**src/sv/srrw_pkg.sv**
```systemverilog
`timescale 1ns / 1ps

package srrw_pkg;

  localparam int WINDOW_MAX  = 16;
  localparam int SEQ_MODULUS = 30000;
  localparam int SEQ_STEP    = 1024;
  localparam int HIST_WIN    = 15;
  localparam int HIST_SPAN   = HIST_WIN + SEQ_MODULUS / SEQ_STEP - 1;
  localparam int STEP_MOD    = SEQ_STEP % SEQ_MODULUS;
  localparam int HIST_BACK   = (HIST_SPAN * SEQ_STEP) % SEQ_MODULUS;

  localparam int SEQ_W   = 15;
  localparam int IDX_W   = 16;
  localparam int WS_W    = 5;
  localparam int TOT_W   = 16;
  localparam int REL_W   = 5;
  localparam int REPLY_W = 2;
  localparam int WIN_W   = $clog2(WINDOW_MAX + 1);
  localparam int DATA_W  = 32;
  localparam int ADDR_W  = 3;

  localparam int WS_RESET  = 15;
  localparam int WS_RESET_ACT = (WS_RESET < 1) ? 1 :
                                ((WS_RESET > WINDOW_MAX) ? WINDOW_MAX : WS_RESET);

  localparam logic REG_WINDOW = 1'b0;
  localparam logic REG_TOTAL  = 1'b1;

  typedef enum logic [REPLY_W-1:0] {
    REPLY_NONE = 2'd0,
    REPLY_ACK  = 2'd1,
    REPLY_RETX = 2'd2
  } reply_e;

  typedef struct packed {
    logic             valid;
    logic             acked;
    logic [SEQ_W-1:0] seq;
  } slot_t;

  typedef struct packed {
    logic restart;
    logic shift;
    logic mark;
  } cell_ctl_t;

  typedef struct packed {
    logic [WS_W-1:0]  window_size;
    logic [TOT_W-1:0] total_packets;
    logic             restart;
  } cfg_t;

  typedef logic [SEQ_W-1:0] seq_tab_t [WINDOW_MAX+1];

  function automatic logic [SEQ_W-1:0] seq_advance(input logic [SEQ_W-1:0] s);
    logic [SEQ_W:0] sum;
    sum = {1'b0, s} + (SEQ_W+1)'(STEP_MOD);
    if (sum >= (SEQ_W+1)'(SEQ_MODULUS)) begin
      sum = sum - (SEQ_W+1)'(SEQ_MODULUS);
    end
    return sum[SEQ_W-1:0];
  endfunction

  function automatic seq_tab_t build_seq_tab();
    seq_tab_t       t;
    logic [SEQ_W-1:0] s;
    s = '0;
    for (int k = 0; k <= WINDOW_MAX; k++) begin
      t[k] = s;
      s = seq_advance(s);
    end
    return t;
  endfunction

  localparam seq_tab_t SEQ_TAB = build_seq_tab();

  function automatic logic [WIN_W-1:0] active_window(input logic [WS_W-1:0] ws);
    logic [WIN_W-1:0] w;
    if (ws == '0) begin
      w = WIN_W'(1);
    end else if ((WIN_W > WS_W ? WIN_W : WS_W)'(ws) >
                 (WIN_W > WS_W ? WIN_W : WS_W)'(WINDOW_MAX)) begin
      w = WIN_W'(WINDOW_MAX);
    end else begin
      w = WIN_W'(ws);
    end
    return w;
  endfunction

endpackage

```
**src/sv/srrw_if.sv**
```systemverilog
`timescale 1ns / 1ps

interface srrw_in_if;
  import srrw_pkg::*;
  logic             valid;
  logic             ready;
  logic             kind;
  logic [SEQ_W-1:0] seq_num;

  modport source (output valid, output kind, output seq_num, input ready);
  modport sink   (input valid, input kind, input seq_num, output ready);
endinterface

interface srrw_out_if;
  import srrw_pkg::*;
  logic               valid;
  logic               ready;
  logic [REPLY_W-1:0] reply;
  logic [SEQ_W-1:0]   reply_seq;
  logic [REL_W-1:0]   released;
  logic               all_received;

  modport source (output valid, output reply, output reply_seq, output released,
                  output all_received, input ready);
  modport sink   (input valid, input reply, input reply_seq, input released,
                  input all_received, output ready);
endinterface

```
**src/sv/srrw_cfg.sv**
```systemverilog
`timescale 1ns / 1ps

module srrw_cfg (
  input  logic                         clk_i,
  input  logic                         rst_ni,
  input  logic                         psel,
  input  logic                         penable,
  input  logic                         pwrite,
  input  logic [srrw_pkg::ADDR_W-1:0]  paddr,
  input  logic [srrw_pkg::DATA_W-1:0]  pwdata,
  output logic [srrw_pkg::DATA_W-1:0]  prdata,
  output logic                         pready,
  output srrw_pkg::cfg_t               cfg_o
);
  import srrw_pkg::*;

  logic [WS_W-1:0]  ws_q, ws_d;
  logic [TOT_W-1:0] tot_q, tot_d;
  logic             restart_q, restart_d;
  logic             wr_en;

  assign pready = 1'b1;
  assign wr_en  = psel && penable && pwrite;

  always_comb begin
    ws_d      = ws_q;
    tot_d     = tot_q;
    restart_d = wr_en;
    if (wr_en) begin
      unique case (paddr[2])
        REG_WINDOW: ws_d  = pwdata[WS_W-1:0];
        REG_TOTAL:  tot_d = pwdata[TOT_W-1:0];
        default:    ws_d  = ws_q;
      endcase
    end
  end

  always_comb begin
    unique case (paddr[2])
      REG_WINDOW: prdata = DATA_W'(ws_q);
      REG_TOTAL:  prdata = DATA_W'(tot_q);
      default:    prdata = '0;
    endcase
  end

  always_ff @(posedge clk_i or negedge rst_ni) begin
    if (!rst_ni) begin
      ws_q      <= WS_W'(WS_RESET);
      tot_q     <= '0;
      restart_q <= 1'b0;
    end else begin
      ws_q      <= ws_d;
      tot_q     <= tot_d;
      restart_q <= restart_d;
    end
  end

  assign cfg_o = '{window_size: ws_q, total_packets: tot_q, restart: restart_q};

endmodule

```
**src/sv/srrw_cell.sv**
```systemverilog
`timescale 1ns / 1ps

module srrw_cell (
  input  logic                        clk_i,
  input  logic                        rst_ni,
  input  srrw_pkg::cell_ctl_t         ctl_i,
  input  srrw_pkg::slot_t             init_i,
  input  srrw_pkg::slot_t             next_i,
  input  srrw_pkg::slot_t             fill_i,
  input  logic                        fill_sel_i,
  input  logic [srrw_pkg::SEQ_W-1:0]  key_i,
  input  logic                        prior_i,
  output srrw_pkg::slot_t             slot_o,
  output logic                        first_o,
  output logic                        prior_o
);
  import srrw_pkg::*;

  slot_t slot_q, slot_d;
  logic  match;

  assign match   = slot_q.valid && (slot_q.seq == key_i);
  assign first_o = match && !prior_i;
  assign prior_o = prior_i || match;
  assign slot_o  = slot_q;

  always_comb begin
    slot_d = slot_q;
    priority if (ctl_i.restart) begin
      slot_d = init_i;
    end else if (ctl_i.shift) begin
      slot_d = fill_sel_i ? fill_i : next_i;
    end else if (ctl_i.mark && first_o) begin
      slot_d.acked = 1'b1;
    end
  end

  always_ff @(posedge clk_i or negedge rst_ni) begin
    if (!rst_ni) begin
      slot_q <= '0;
    end else begin
      slot_q <= slot_d;
    end
  end

endmodule

```
**src/sv/selective_repeat_receiver_window.sv**
```systemverilog
`timescale 1ns / 1ps

// Selective-repeat receive window.
// in_i carries one packet event per request (kind: intact or corrupted,
// seq_num). out_o returns one reply per request: reply code, reply_seq,
// the number of slots released by the slide, and the all-received flag.
// The APB port holds window_size (0x0) and total_packets (0x4); any write
// restarts the transfer in the following cycle, during which no request
// is taken.
// After accept, a request passes the states EVAL, HIST (window miss only),
// SLIDE (one left shift of the cell row per released slot) and DONE, which
// loads out_o. A packet that misses the window walks the history range
// one packet index per cycle.
// One request is in flight at a time; the next one is accepted once the
// result sits in the output register.
// Reset empties the window cells and loads the reset register values
// (window 15, no packets); the out_o data fields are not reset. When
// out_o stalls, the finished result holds in the output register, one
// more request is taken and worked, and its result waits until the
// register frees up.
module selective_repeat_receiver_window (
  input  logic                         clk_i,
  input  logic                         rst_ni,
  srrw_in_if.sink                      in_i,
  srrw_out_if.source                   out_o,
  input  logic                         psel,
  input  logic                         penable,
  input  logic                         pwrite,
  input  logic [srrw_pkg::ADDR_W-1:0]  paddr,
  input  logic [srrw_pkg::DATA_W-1:0]  pwdata,
  output logic [srrw_pkg::DATA_W-1:0]  prdata,
  output logic                         pready
);
  import srrw_pkg::*;

  localparam logic [2:0] S_IDLE  = 3'd0;
  localparam logic [2:0] S_EVAL  = 3'd1;
  localparam logic [2:0] S_HIST  = 3'd2;
  localparam logic [2:0] S_SLIDE = 3'd3;
  localparam logic [2:0] S_DONE  = 3'd4;

  cfg_t            cfg;
  cell_ctl_t       ctl;
  slot_t           slot [WINDOW_MAX];
  slot_t           init [WINDOW_MAX];
  slot_t           fill;
  logic [WINDOW_MAX-1:0] first;
  logic [WINDOW_MAX:0]   prior;
  logic [WIN_W-1:0]      w_act;

  logic [2:0]         state_q, state_d;
  logic               kind_q, kind_d;
  logic [SEQ_W-1:0]   seq_q, seq_d;
  reply_e             reply_q, reply_d;
  logic [IDX_W-1:0]   k_q, k_d;
  logic [IDX_W-1:0]   hi_q, hi_d;
  logic [SEQ_W-1:0]   hseq_q, hseq_d;
  logic [WIN_W-1:0]   rel_q, rel_d;
  logic [IDX_W-1:0]   next_idx_q, next_idx_d;
  logic [SEQ_W-1:0]   next_seq_q, next_seq_d;
  logic [IDX_W-1:0]   acked_cnt_q, acked_cnt_d;

  logic               out_valid_q, out_valid_d;
  logic [REPLY_W-1:0] out_reply_q, out_reply_d;
  logic [SEQ_W-1:0]   out_seq_q, out_seq_d;
  logic [REL_W-1:0]   out_rel_q, out_rel_d;
  logic               out_all_q, out_all_d;

  logic               hit_any, hit_acked, do_shift, fill_ok;
  logic [IDX_W-1:0]   lo, hi;
  logic [SEQ_W-1:0]   lo_seq;
  logic [SEQ_W:0]     back_diff;

  srrw_cfg u_cfg (
    .clk_i   (clk_i),
    .rst_ni  (rst_ni),
    .psel    (psel),
    .penable (penable),
    .pwrite  (pwrite),
    .paddr   (paddr),
    .pwdata  (pwdata),
    .prdata  (prdata),
    .pready  (pready),
    .cfg_o   (cfg)
  );

  assign w_act    = active_window(cfg.window_size);
  assign fill_ok  = next_idx_q < cfg.total_packets;
  assign fill     = '{valid: fill_ok, acked: 1'b0, seq: fill_ok ? next_seq_q : '0};
  assign do_shift = slot[0].valid && slot[0].acked;
  assign prior[0] = 1'b0;

  for (genvar i = 0; i < WINDOW_MAX; i++) begin : g_cell
    slot_t nxt;
    if (i == WINDOW_MAX - 1) begin : g_last
      assign nxt = '0;
    end else begin : g_mid
      assign nxt = slot[i+1];
    end
    assign init[i] = '{valid: (WIN_W'(i) < w_act) && (IDX_W'(i) < cfg.total_packets),
                       acked: 1'b0, seq: SEQ_TAB[i]};
    srrw_cell u_cell (
      .clk_i      (clk_i),
      .rst_ni     (rst_ni),
      .ctl_i      (ctl),
      .init_i     (init[i]),
      .next_i     (nxt),
      .fill_i     (fill),
      .fill_sel_i (WIN_W'(i) == (w_act - WIN_W'(1))),
      .key_i      (seq_q),
      .prior_i    (prior[i]),
      .slot_o     (slot[i]),
      .first_o    (first[i]),
      .prior_o    (prior[i+1])
    );
  end

  assign hit_any = prior[WINDOW_MAX];

  always_comb begin
    hit_acked = 1'b0;
    for (int i = 0; i < WINDOW_MAX; i++) begin
      hit_acked = hit_acked || (first[i] && slot[i].acked);
    end
  end

  always_comb begin
    lo        = (next_idx_q > IDX_W'(HIST_SPAN)) ? next_idx_q - IDX_W'(HIST_SPAN) : '0;
    hi        = fill_ok ? next_idx_q : cfg.total_packets;
    back_diff = {1'b0, next_seq_q} - (SEQ_W+1)'(HIST_BACK);
    if (back_diff[SEQ_W]) begin
      back_diff = back_diff + (SEQ_W+1)'(SEQ_MODULUS);
    end
    lo_seq = (next_idx_q > IDX_W'(HIST_SPAN)) ? back_diff[SEQ_W-1:0] : '0;
  end

  assign ctl = '{restart: cfg.restart,
                 shift:   (state_q == S_SLIDE) && do_shift,
                 mark:    (state_q == S_EVAL) && !kind_q};

  assign in_i.ready = (state_q == S_IDLE) && !cfg.restart;

  always_comb begin
    state_d     = state_q;
    kind_d      = kind_q;
    seq_d       = seq_q;
    reply_d     = reply_q;
    k_d         = k_q;
    hi_d        = hi_q;
    hseq_d      = hseq_q;
    rel_d       = rel_q;
    next_idx_d  = next_idx_q;
    next_seq_d  = next_seq_q;
    acked_cnt_d = acked_cnt_q;
    out_valid_d = out_valid_q && !out_o.ready;
    out_reply_d = out_reply_q;
    out_seq_d   = out_seq_q;
    out_rel_d   = out_rel_q;
    out_all_d   = out_all_q;

    if (cfg.restart) begin
      next_idx_d  = IDX_W'(w_act);
      next_seq_d  = SEQ_TAB[w_act];
      acked_cnt_d = '0;
    end

    unique case (state_q)
      S_IDLE: begin
        if (in_i.valid && in_i.ready) begin
          kind_d  = in_i.kind;
          seq_d   = in_i.seq_num;
          rel_d   = '0;
          state_d = S_EVAL;
        end
      end
      S_EVAL: begin
        state_d = S_SLIDE;
        if (kind_q) begin
          reply_d = (hit_any && !hit_acked) ? REPLY_RETX : REPLY_NONE;
        end else if (hit_any) begin
          reply_d = REPLY_ACK;
          if (!hit_acked && (acked_cnt_q != '1)) begin
            acked_cnt_d = acked_cnt_q + IDX_W'(1);
          end
        end else begin
          k_d     = lo;
          hi_d    = hi;
          hseq_d  = lo_seq;
          state_d = S_HIST;
        end
      end
      S_HIST: begin
        if (k_q >= hi_q) begin
          reply_d = REPLY_NONE;
          state_d = S_SLIDE;
        end else if (hseq_q == seq_q) begin
          reply_d = REPLY_ACK;
          state_d = S_SLIDE;
        end else begin
          k_d    = k_q + IDX_W'(1);
          hseq_d = seq_advance(hseq_q);
        end
      end
      S_SLIDE: begin
        if (do_shift) begin
          rel_d = rel_q + WIN_W'(1);
          if (fill_ok) begin
            next_idx_d = next_idx_q + IDX_W'(1);
            next_seq_d = seq_advance(next_seq_q);
          end
        end else begin
          state_d = S_DONE;
        end
      end
      S_DONE: begin
        if (!out_valid_q || out_o.ready) begin
          out_valid_d = 1'b1;
          out_reply_d = reply_q;
          out_seq_d   = (reply_q != REPLY_NONE) ? seq_q : '0;
          out_rel_d   = REL_W'(rel_q);
          out_all_d   = acked_cnt_q >= cfg.total_packets;
          state_d     = S_IDLE;
        end
      end
      default: state_d = S_IDLE;
    endcase
  end

  always_ff @(posedge clk_i or negedge rst_ni) begin
    if (!rst_ni) begin
      state_q     <= S_IDLE;
      next_idx_q  <= IDX_W'(WS_RESET_ACT);
      next_seq_q  <= SEQ_TAB[WS_RESET_ACT];
      acked_cnt_q <= '0;
      rel_q       <= '0;
      out_valid_q <= 1'b0;
    end else begin
      state_q     <= state_d;
      next_idx_q  <= next_idx_d;
      next_seq_q  <= next_seq_d;
      acked_cnt_q <= acked_cnt_d;
      rel_q       <= rel_d;
      out_valid_q <= out_valid_d;
    end
  end

  always_ff @(posedge clk_i) begin
    kind_q      <= kind_d;
    seq_q       <= seq_d;
    reply_q     <= reply_d;
    k_q         <= k_d;
    hi_q        <= hi_d;
    hseq_q      <= hseq_d;
    out_reply_q <= out_reply_d;
    out_seq_q   <= out_seq_d;
    out_rel_q   <= out_rel_d;
    out_all_q   <= out_all_d;
  end

  assign out_o.valid        = out_valid_q;
  assign out_o.reply        = out_reply_q;
  assign out_o.reply_seq    = out_seq_q;
  assign out_o.released     = out_rel_q;
  assign out_o.all_received = out_all_q;

endmodule
```
**src/flat_wrapper.sv**
```systemverilog
// flat-port wrapper written by rule: the top's interface ports become plain ports
module selective_repeat_receiver_window_flat import srrw_pkg::*;
  (clk_i, rst_ni, psel, penable, pwrite, paddr, pwdata, prdata, pready, in_i_valid, in_i_kind, in_i_seq_num, in_i_ready, out_o_valid, out_o_reply, out_o_reply_seq, out_o_released, out_o_all_received, out_o_ready);
  srrw_in_if in_i_i ();
  srrw_out_if out_o_i ();
  input  logic clk_i;
  input  logic rst_ni;
  input  logic psel;
  input  logic penable;
  input  logic pwrite;
  input  logic [srrw_pkg::ADDR_W-1:0] paddr;
  input  logic [srrw_pkg::DATA_W-1:0] pwdata;
  output logic [srrw_pkg::DATA_W-1:0] prdata;
  output logic pready;
  input wire logic [$bits(in_i_i.valid)-1:0] in_i_valid;
  input wire logic [$bits(in_i_i.kind)-1:0] in_i_kind;
  input wire logic [$bits(in_i_i.seq_num)-1:0] in_i_seq_num;
  output wire logic [$bits(in_i_i.ready)-1:0] in_i_ready;
  output wire logic [$bits(out_o_i.valid)-1:0] out_o_valid;
  output wire logic [$bits(out_o_i.reply)-1:0] out_o_reply;
  output wire logic [$bits(out_o_i.reply_seq)-1:0] out_o_reply_seq;
  output wire logic [$bits(out_o_i.released)-1:0] out_o_released;
  output wire logic [$bits(out_o_i.all_received)-1:0] out_o_all_received;
  input wire logic [$bits(out_o_i.ready)-1:0] out_o_ready;
  assign in_i_i.valid = in_i_valid;
  assign in_i_i.kind = in_i_kind;
  assign in_i_i.seq_num = in_i_seq_num;
  assign in_i_ready = in_i_i.ready;
  assign out_o_valid = out_o_i.valid;
  assign out_o_reply = out_o_i.reply;
  assign out_o_reply_seq = out_o_i.reply_seq;
  assign out_o_released = out_o_i.released;
  assign out_o_all_received = out_o_i.all_received;
  assign out_o_i.ready = out_o_ready;
  selective_repeat_receiver_window u_core (.clk_i(clk_i), .rst_ni(rst_ni), .in_i(in_i_i), .out_o(out_o_i), .psel(psel), .penable(penable), .pwrite(pwrite), .paddr(paddr), .pwdata(pwdata), .prdata(prdata), .pready(pready));
endmodule
```
**config.mk**
```make
export PLATFORM = sky130hd
export DESIGN_NAME = selective_repeat_receiver_window_flat
export DESIGN_NICKNAME = d
export VERILOG_FILES = /design/src/sv/srrw_pkg.sv /design/src/sv/srrw_if.sv /design/src/sv/srrw_cfg.sv /design/src/sv/srrw_cell.sv /design/src/sv/selective_repeat_receiver_window.sv /design/src/flat_wrapper.sv
export SDC_FILE = /design/constraint.sdc
export NUM_CORES = 1
export LEC_CHECK = 0
export BUFFER_PORTS_ARGS = -buffer_cell sky130_fd_sc_hd__clkbuf_2
export CAP_MARGIN = 10
export CORE_MARGIN = 2
export CORE_UTILIZATION = 45
export CTS_CLUSTER_DIAMETER = 100
export DETAILED_ROUTE_END_ITERATION = 8
export PLACE_DENSITY = 0.64
export SLEW_MARGIN = 20
export SYNTH_ARGS = -nofsm -noshare
export SYNTH_HDL_FRONTEND = slang
export SYNTH_HIERARCHICAL = 1
export SYNTH_SLANG_ARGS = --single-unit
```
**constraint.sdc**
```tcl
create_clock -name clk_i -period 9.2 [get_ports clk_i]
set_input_delay 0 -clock clk_i [delete_from_list [all_inputs] [get_ports clk_i]]
set_output_delay 0 -clock clk_i [all_outputs]
set_load 0.02 [all_outputs]
```
==> impl_metrics.yaml <==
power_and_ir_drop:
  swShare_pct: 39.3
  p_int_mw: 5.55
  p_leak_nw: 12.5
  p_seq_share_pct: 39.8
  pwr-share-comb_pct: 37.3
  ir_worst_vdd_uv: 129
  power.switching_mw: 3.60
  pwr-share-clk_pct: 22.9
  power-per-cell-area_nw_per_um2: 278
logic_synthesis:
  synth_cell_type_count: 90
  ys_seq_area_share_pct: 39.6
  synth_edf_count: 88
  synth-xor-area-share_pct: 9.70
  synth_area_sq_um: 28800
  synth.avg_cell_area_sq_um: 8.83
  synth_top_area_cell: "dfrtp_1"
  synth_compound_area_share_pct: 15.4
  synth_top_family_by_area: "simple AND/OR/NAND/NOR gates"
  synthSimpleGateAreaFrac_pct: 17.1
  ys_top_cells_by_area: "dfrtp_1, mux2i_1, o21ai_0"
  synth_top_area_share_pct: 29.4
  synthCells: 3263
  async_flop_share_pct: 79.9
  synth_seq_cells: 438
  synth_fa_ha_area_share_pct: 2.61
  synth_ff_type: "dfrtp_1"
  synthMuxAreaShare_pct: 11.2
  ys_warn_count: 6
sta:
  slew_violations: 0
  skew_ns: 0.0318
  fin_crit_ns: 7.22
  finalCritPeriodShare_pct: 78.5
  finalHoldViolations: 0
  slew_headroom_pct: 17.1
  max_freq_mhz: 138
  worstMarginPinSlew_ns: 1.24
  fin_hold_ws_ns: 0.0272
  tns_ns: 0
  setup_viol_count_final: 0
  rsz0062_at_grt: "no"
critical_path:
  required_ns: 9.43
  critPathMaxFanout: 21
  regToRegStartpoint: "u_core/seq_q[9]"
  start_kind: "flip-flop"
  arrival_ns: 7.45
  rr_endpoint: "u_core/k_q[3]"
  reg2regPathDepth: 23
  path_class: "reg2reg"
  slowest_stage: "a21o_1"
  r2r_slack_ns: 1.98
  end_kind: "flip-flop"
  max_stage_delay_ns: 0.68
  cp.buffers_inverters: 2
  cp_cell_sequence: "buf_4 -> xnor2_1 -> nand4_1 -> or4_4 -> or2b_1 -> or2b_1 -> or2b_1 -> or2b_1 -> or2b_1 -> or2b_1 -> or2b_1 -> or2b_1 -> or2b_1 -> or2b_1 -> or2b_1 -> or2b_1 -> or2b_1 -> or2b_1 -> or2b_1 -> or2b_1 -> nor4_2 -> buf_4 -> a21o_1"
  cp_common_cell: "or2b_1"
  crit_family: "simple AND/OR/NAND/NOR gates"
  crit_cells: 23
global_routing:
  grt_usage_pct: 24.2
  grt_pass1_vias: 22200
  grt_max_degree: 242
  grt_overflow_total: 0
  antenna_found_initial: 0
  grt_pass1_wl_mm: 128
clock_tree:
  clk-insertion-delay-late_ns: 0.62
  clkTransAtPathRegs_ns: 0.06
  clockBufferDepth: 3
  cts_root_buf: "clkbuf_16"
  clock_sinks: 438
  cts_tree: "built"
  cts_resized: 0
  cts_made_buffers: 51
  htreeDepth: 2
placed_design:
  dp_cells: 4316
  numPortBuffers: 80
  gp_congestion: 0.839
  dp_hpwl_mm: 52.7
  dpl-instance-area_sq_um: 30900
min_path:
  hold_class: "in2async"
floorplan:
  core_area_sq_um: 63200
  die_x_um: 257
  start_util_pct: 45.6
  fp.dieArea_sq_um: 66100
  ios: 116
  die_h_um: 257
  fp-row-count: 92
route:
  wl_per_cell_um: 18.2
  drt_iter0_drc: 1932
  wl_mm: 80.8
  first_pass_iters: 5
  drcViolationCount: 0
  vias: 23700
  detail-route-antenna-nets: 0
  post_drt_via_cell_ratio: 5.32
layout:
  fill_cells: 5901
  instances_no_fill: 4450
  syn_to_final_growth_pct: 14.5
  drive_above_1_share_pct: 8.44
  fin_area_sq_um: 33000
  antenna_cells: 0
  nets: 3680
job:
  drv_cap: 0
status:
  status: "finished clean"
## power groups by stage
stage | Clock [mW] | Sequential [mW] | Combinational, mW
floorplan | 0 | 3.42 | 2.63
global route | 2.22 | 3.76 | 3.84
finish | 2.10 | 3.65 | 3.41
CTS | 2.14 | 3.64 | 3.40
detailed placement | 0 | 3.67 | 3.37
global placement | 0 | 3.65 | 3.30
## placed cells by master, fill, tap and decap left out, drive strengths merged, types with 7 or more instances in the layout
master,n
edfxtp,88
conb,309
clkinv,12
nor4,9
nor2,85
nand2,608
ha,60
o31ai,11
or2b,16
a22o,7
and2,36
o22ai,32
and3,22
inv,61
xor2,31
mux2i,291
dfrtp,338
nand3,44
a21o,24
a31oi,11
nor2b,30
nand2b,15
clkbuf,157
or3b,16
o21ai,579
dfstp,12
a21oi,73
a211oi,7
dlygate4sd3,39
nand4,79
or3,8
buf,49
mux2,27
nor3,32
xnor2,288
or4,18
## area by class of cell
cell class              instances  area (sq um)  share of cell area, %
repair buffers                167          1200                   3.64
flip-flops and latches        438         11400                   34.6
inverters                      60           233                  0.706
well taps                     846          1060                   3.21
multi-input cells            2844         17400                   52.6
clock inverters                17           195                  0.592
clock buffers                  78          1510                   4.58
## metrics by stage
step           power [mW]  utilization, %  setup slack, ns
6_report             9.15            52.2             1.98
4_1_cts              9.18            52.2             2.01
3_3_place_gp         6.95            48.8             2.10
3_5_place_dp         7.04            48.8             2.05
2_1_floorplan        6.06               -             1.40
5_1_grt              9.82            52.2             1.59
## worst reg2reg max path, cell delays in order (launching register included)
cell,delay (ns)
edfxtp_1,0.34
buf_4,0.38
xnor2_1,0.14
nand4_1,0.16
or4_4,0.18
or2b_1,0.25
or2b_1,0.26
or2b_1,0.25
or2b_1,0.28
or2b_1,0.26
or2b_1,0.25
or2b_1,0.25
or2b_1,0.26
or2b_1,0.27
or2b_1,0.26
or2b_1,0.26
or2b_1,0.29
or2b_1,0.27
or2b_1,0.26
or2b_1,0.27
or2b_1,0.42
nor4_2,0.27
buf_4,0.31
a21o_1,0.69
## synth_stat cells, types with 50 or more instances
| cell | instances |
|---|---|
| ha_1 | 60 |
| inv_1 | 60 |
| clkbuf_1 | 147 |
| mux2i_1 | 291 |
| dfrtp_1 | 338 |
| edfxtp_1 | 88 |
| a21oi_1 | 71 |
| buf_2 | 50 |
| o21ai_0 | 576 |
| xnor2_1 | 288 |
| nand4_1 | 78 |
| nand2_1 | 607 |
| nor2_1 | 84 |
## state kept, by name (all words and copies together) (netlist names)
signal	cells
u_core/out_o.all_received	1
u_core/g_cell.u_cell/slot_o	272
u_core/next_idx_q	16
u_core/next_seq_q	15
u_core/out_o.reply_seq	15
u_core/kind_q	1
u_core/seq_q	15
u_core/state_q	3
u_core/hseq_q	15
u_core/out_o.reply	2
u_core/u_cfg/ws_q	5
u_core/reply_q	2
u_core/rel_q	5
u_core/k_q	16
u_core/u_cfg/restart_q	1
u_core/out_o.released	5
u_core/acked_cnt_q	16
u_core/u_cfg/tot_q	16
u_core/hi_q	16
u_core/out_o.valid	1
## routing by layer
layer	GRT usage, %	vias to the layer above	part of all wire [%]
met5	0	-	0
met1	34.3	11300	47
met2	37.8	536	45
met4	6.90	0	2.7
li1	-	11700	-
met3	4.37	122	5.7
## timing repair
item,4_1_cts,5_1_grt
endpoints found under the hold margin,134,0
setup buffers,0,0
endpoints found under the setup margin,0,0
hold buffers,39,0
## worst max-delay path by stage
stage,end,slack [ns],startpoint
after floorplan,u_core/hseq_q[10],1.40,u_core/seq_q[10]
final,u_core/k_q[3],1.98,u_core/seq_q[9]
after global placement,u_core/k_q[5],2.10,u_core/seq_q[6]
after CTS,u_core/k_q[2],2.01,u_core/seq_q[6]
after global routing,u_core/acked_cnt_q[4],1.59,u_core/seq_q[9]
after detailed placement,u_core/hseq_q[14],2.05,u_core/seq_q[6]
## cells by family (layout without fill, tap and decap cells)
kind of cell	Yosys count	in the layout
compound gates	797	797
xor+xnor	319	319
fa+ha+maj	60	60
buf+inv	286	322
flops	438	438
mux	318	318
other cells	4	309
simple gates	1041	1041
(Power assumes the default switching activity.)
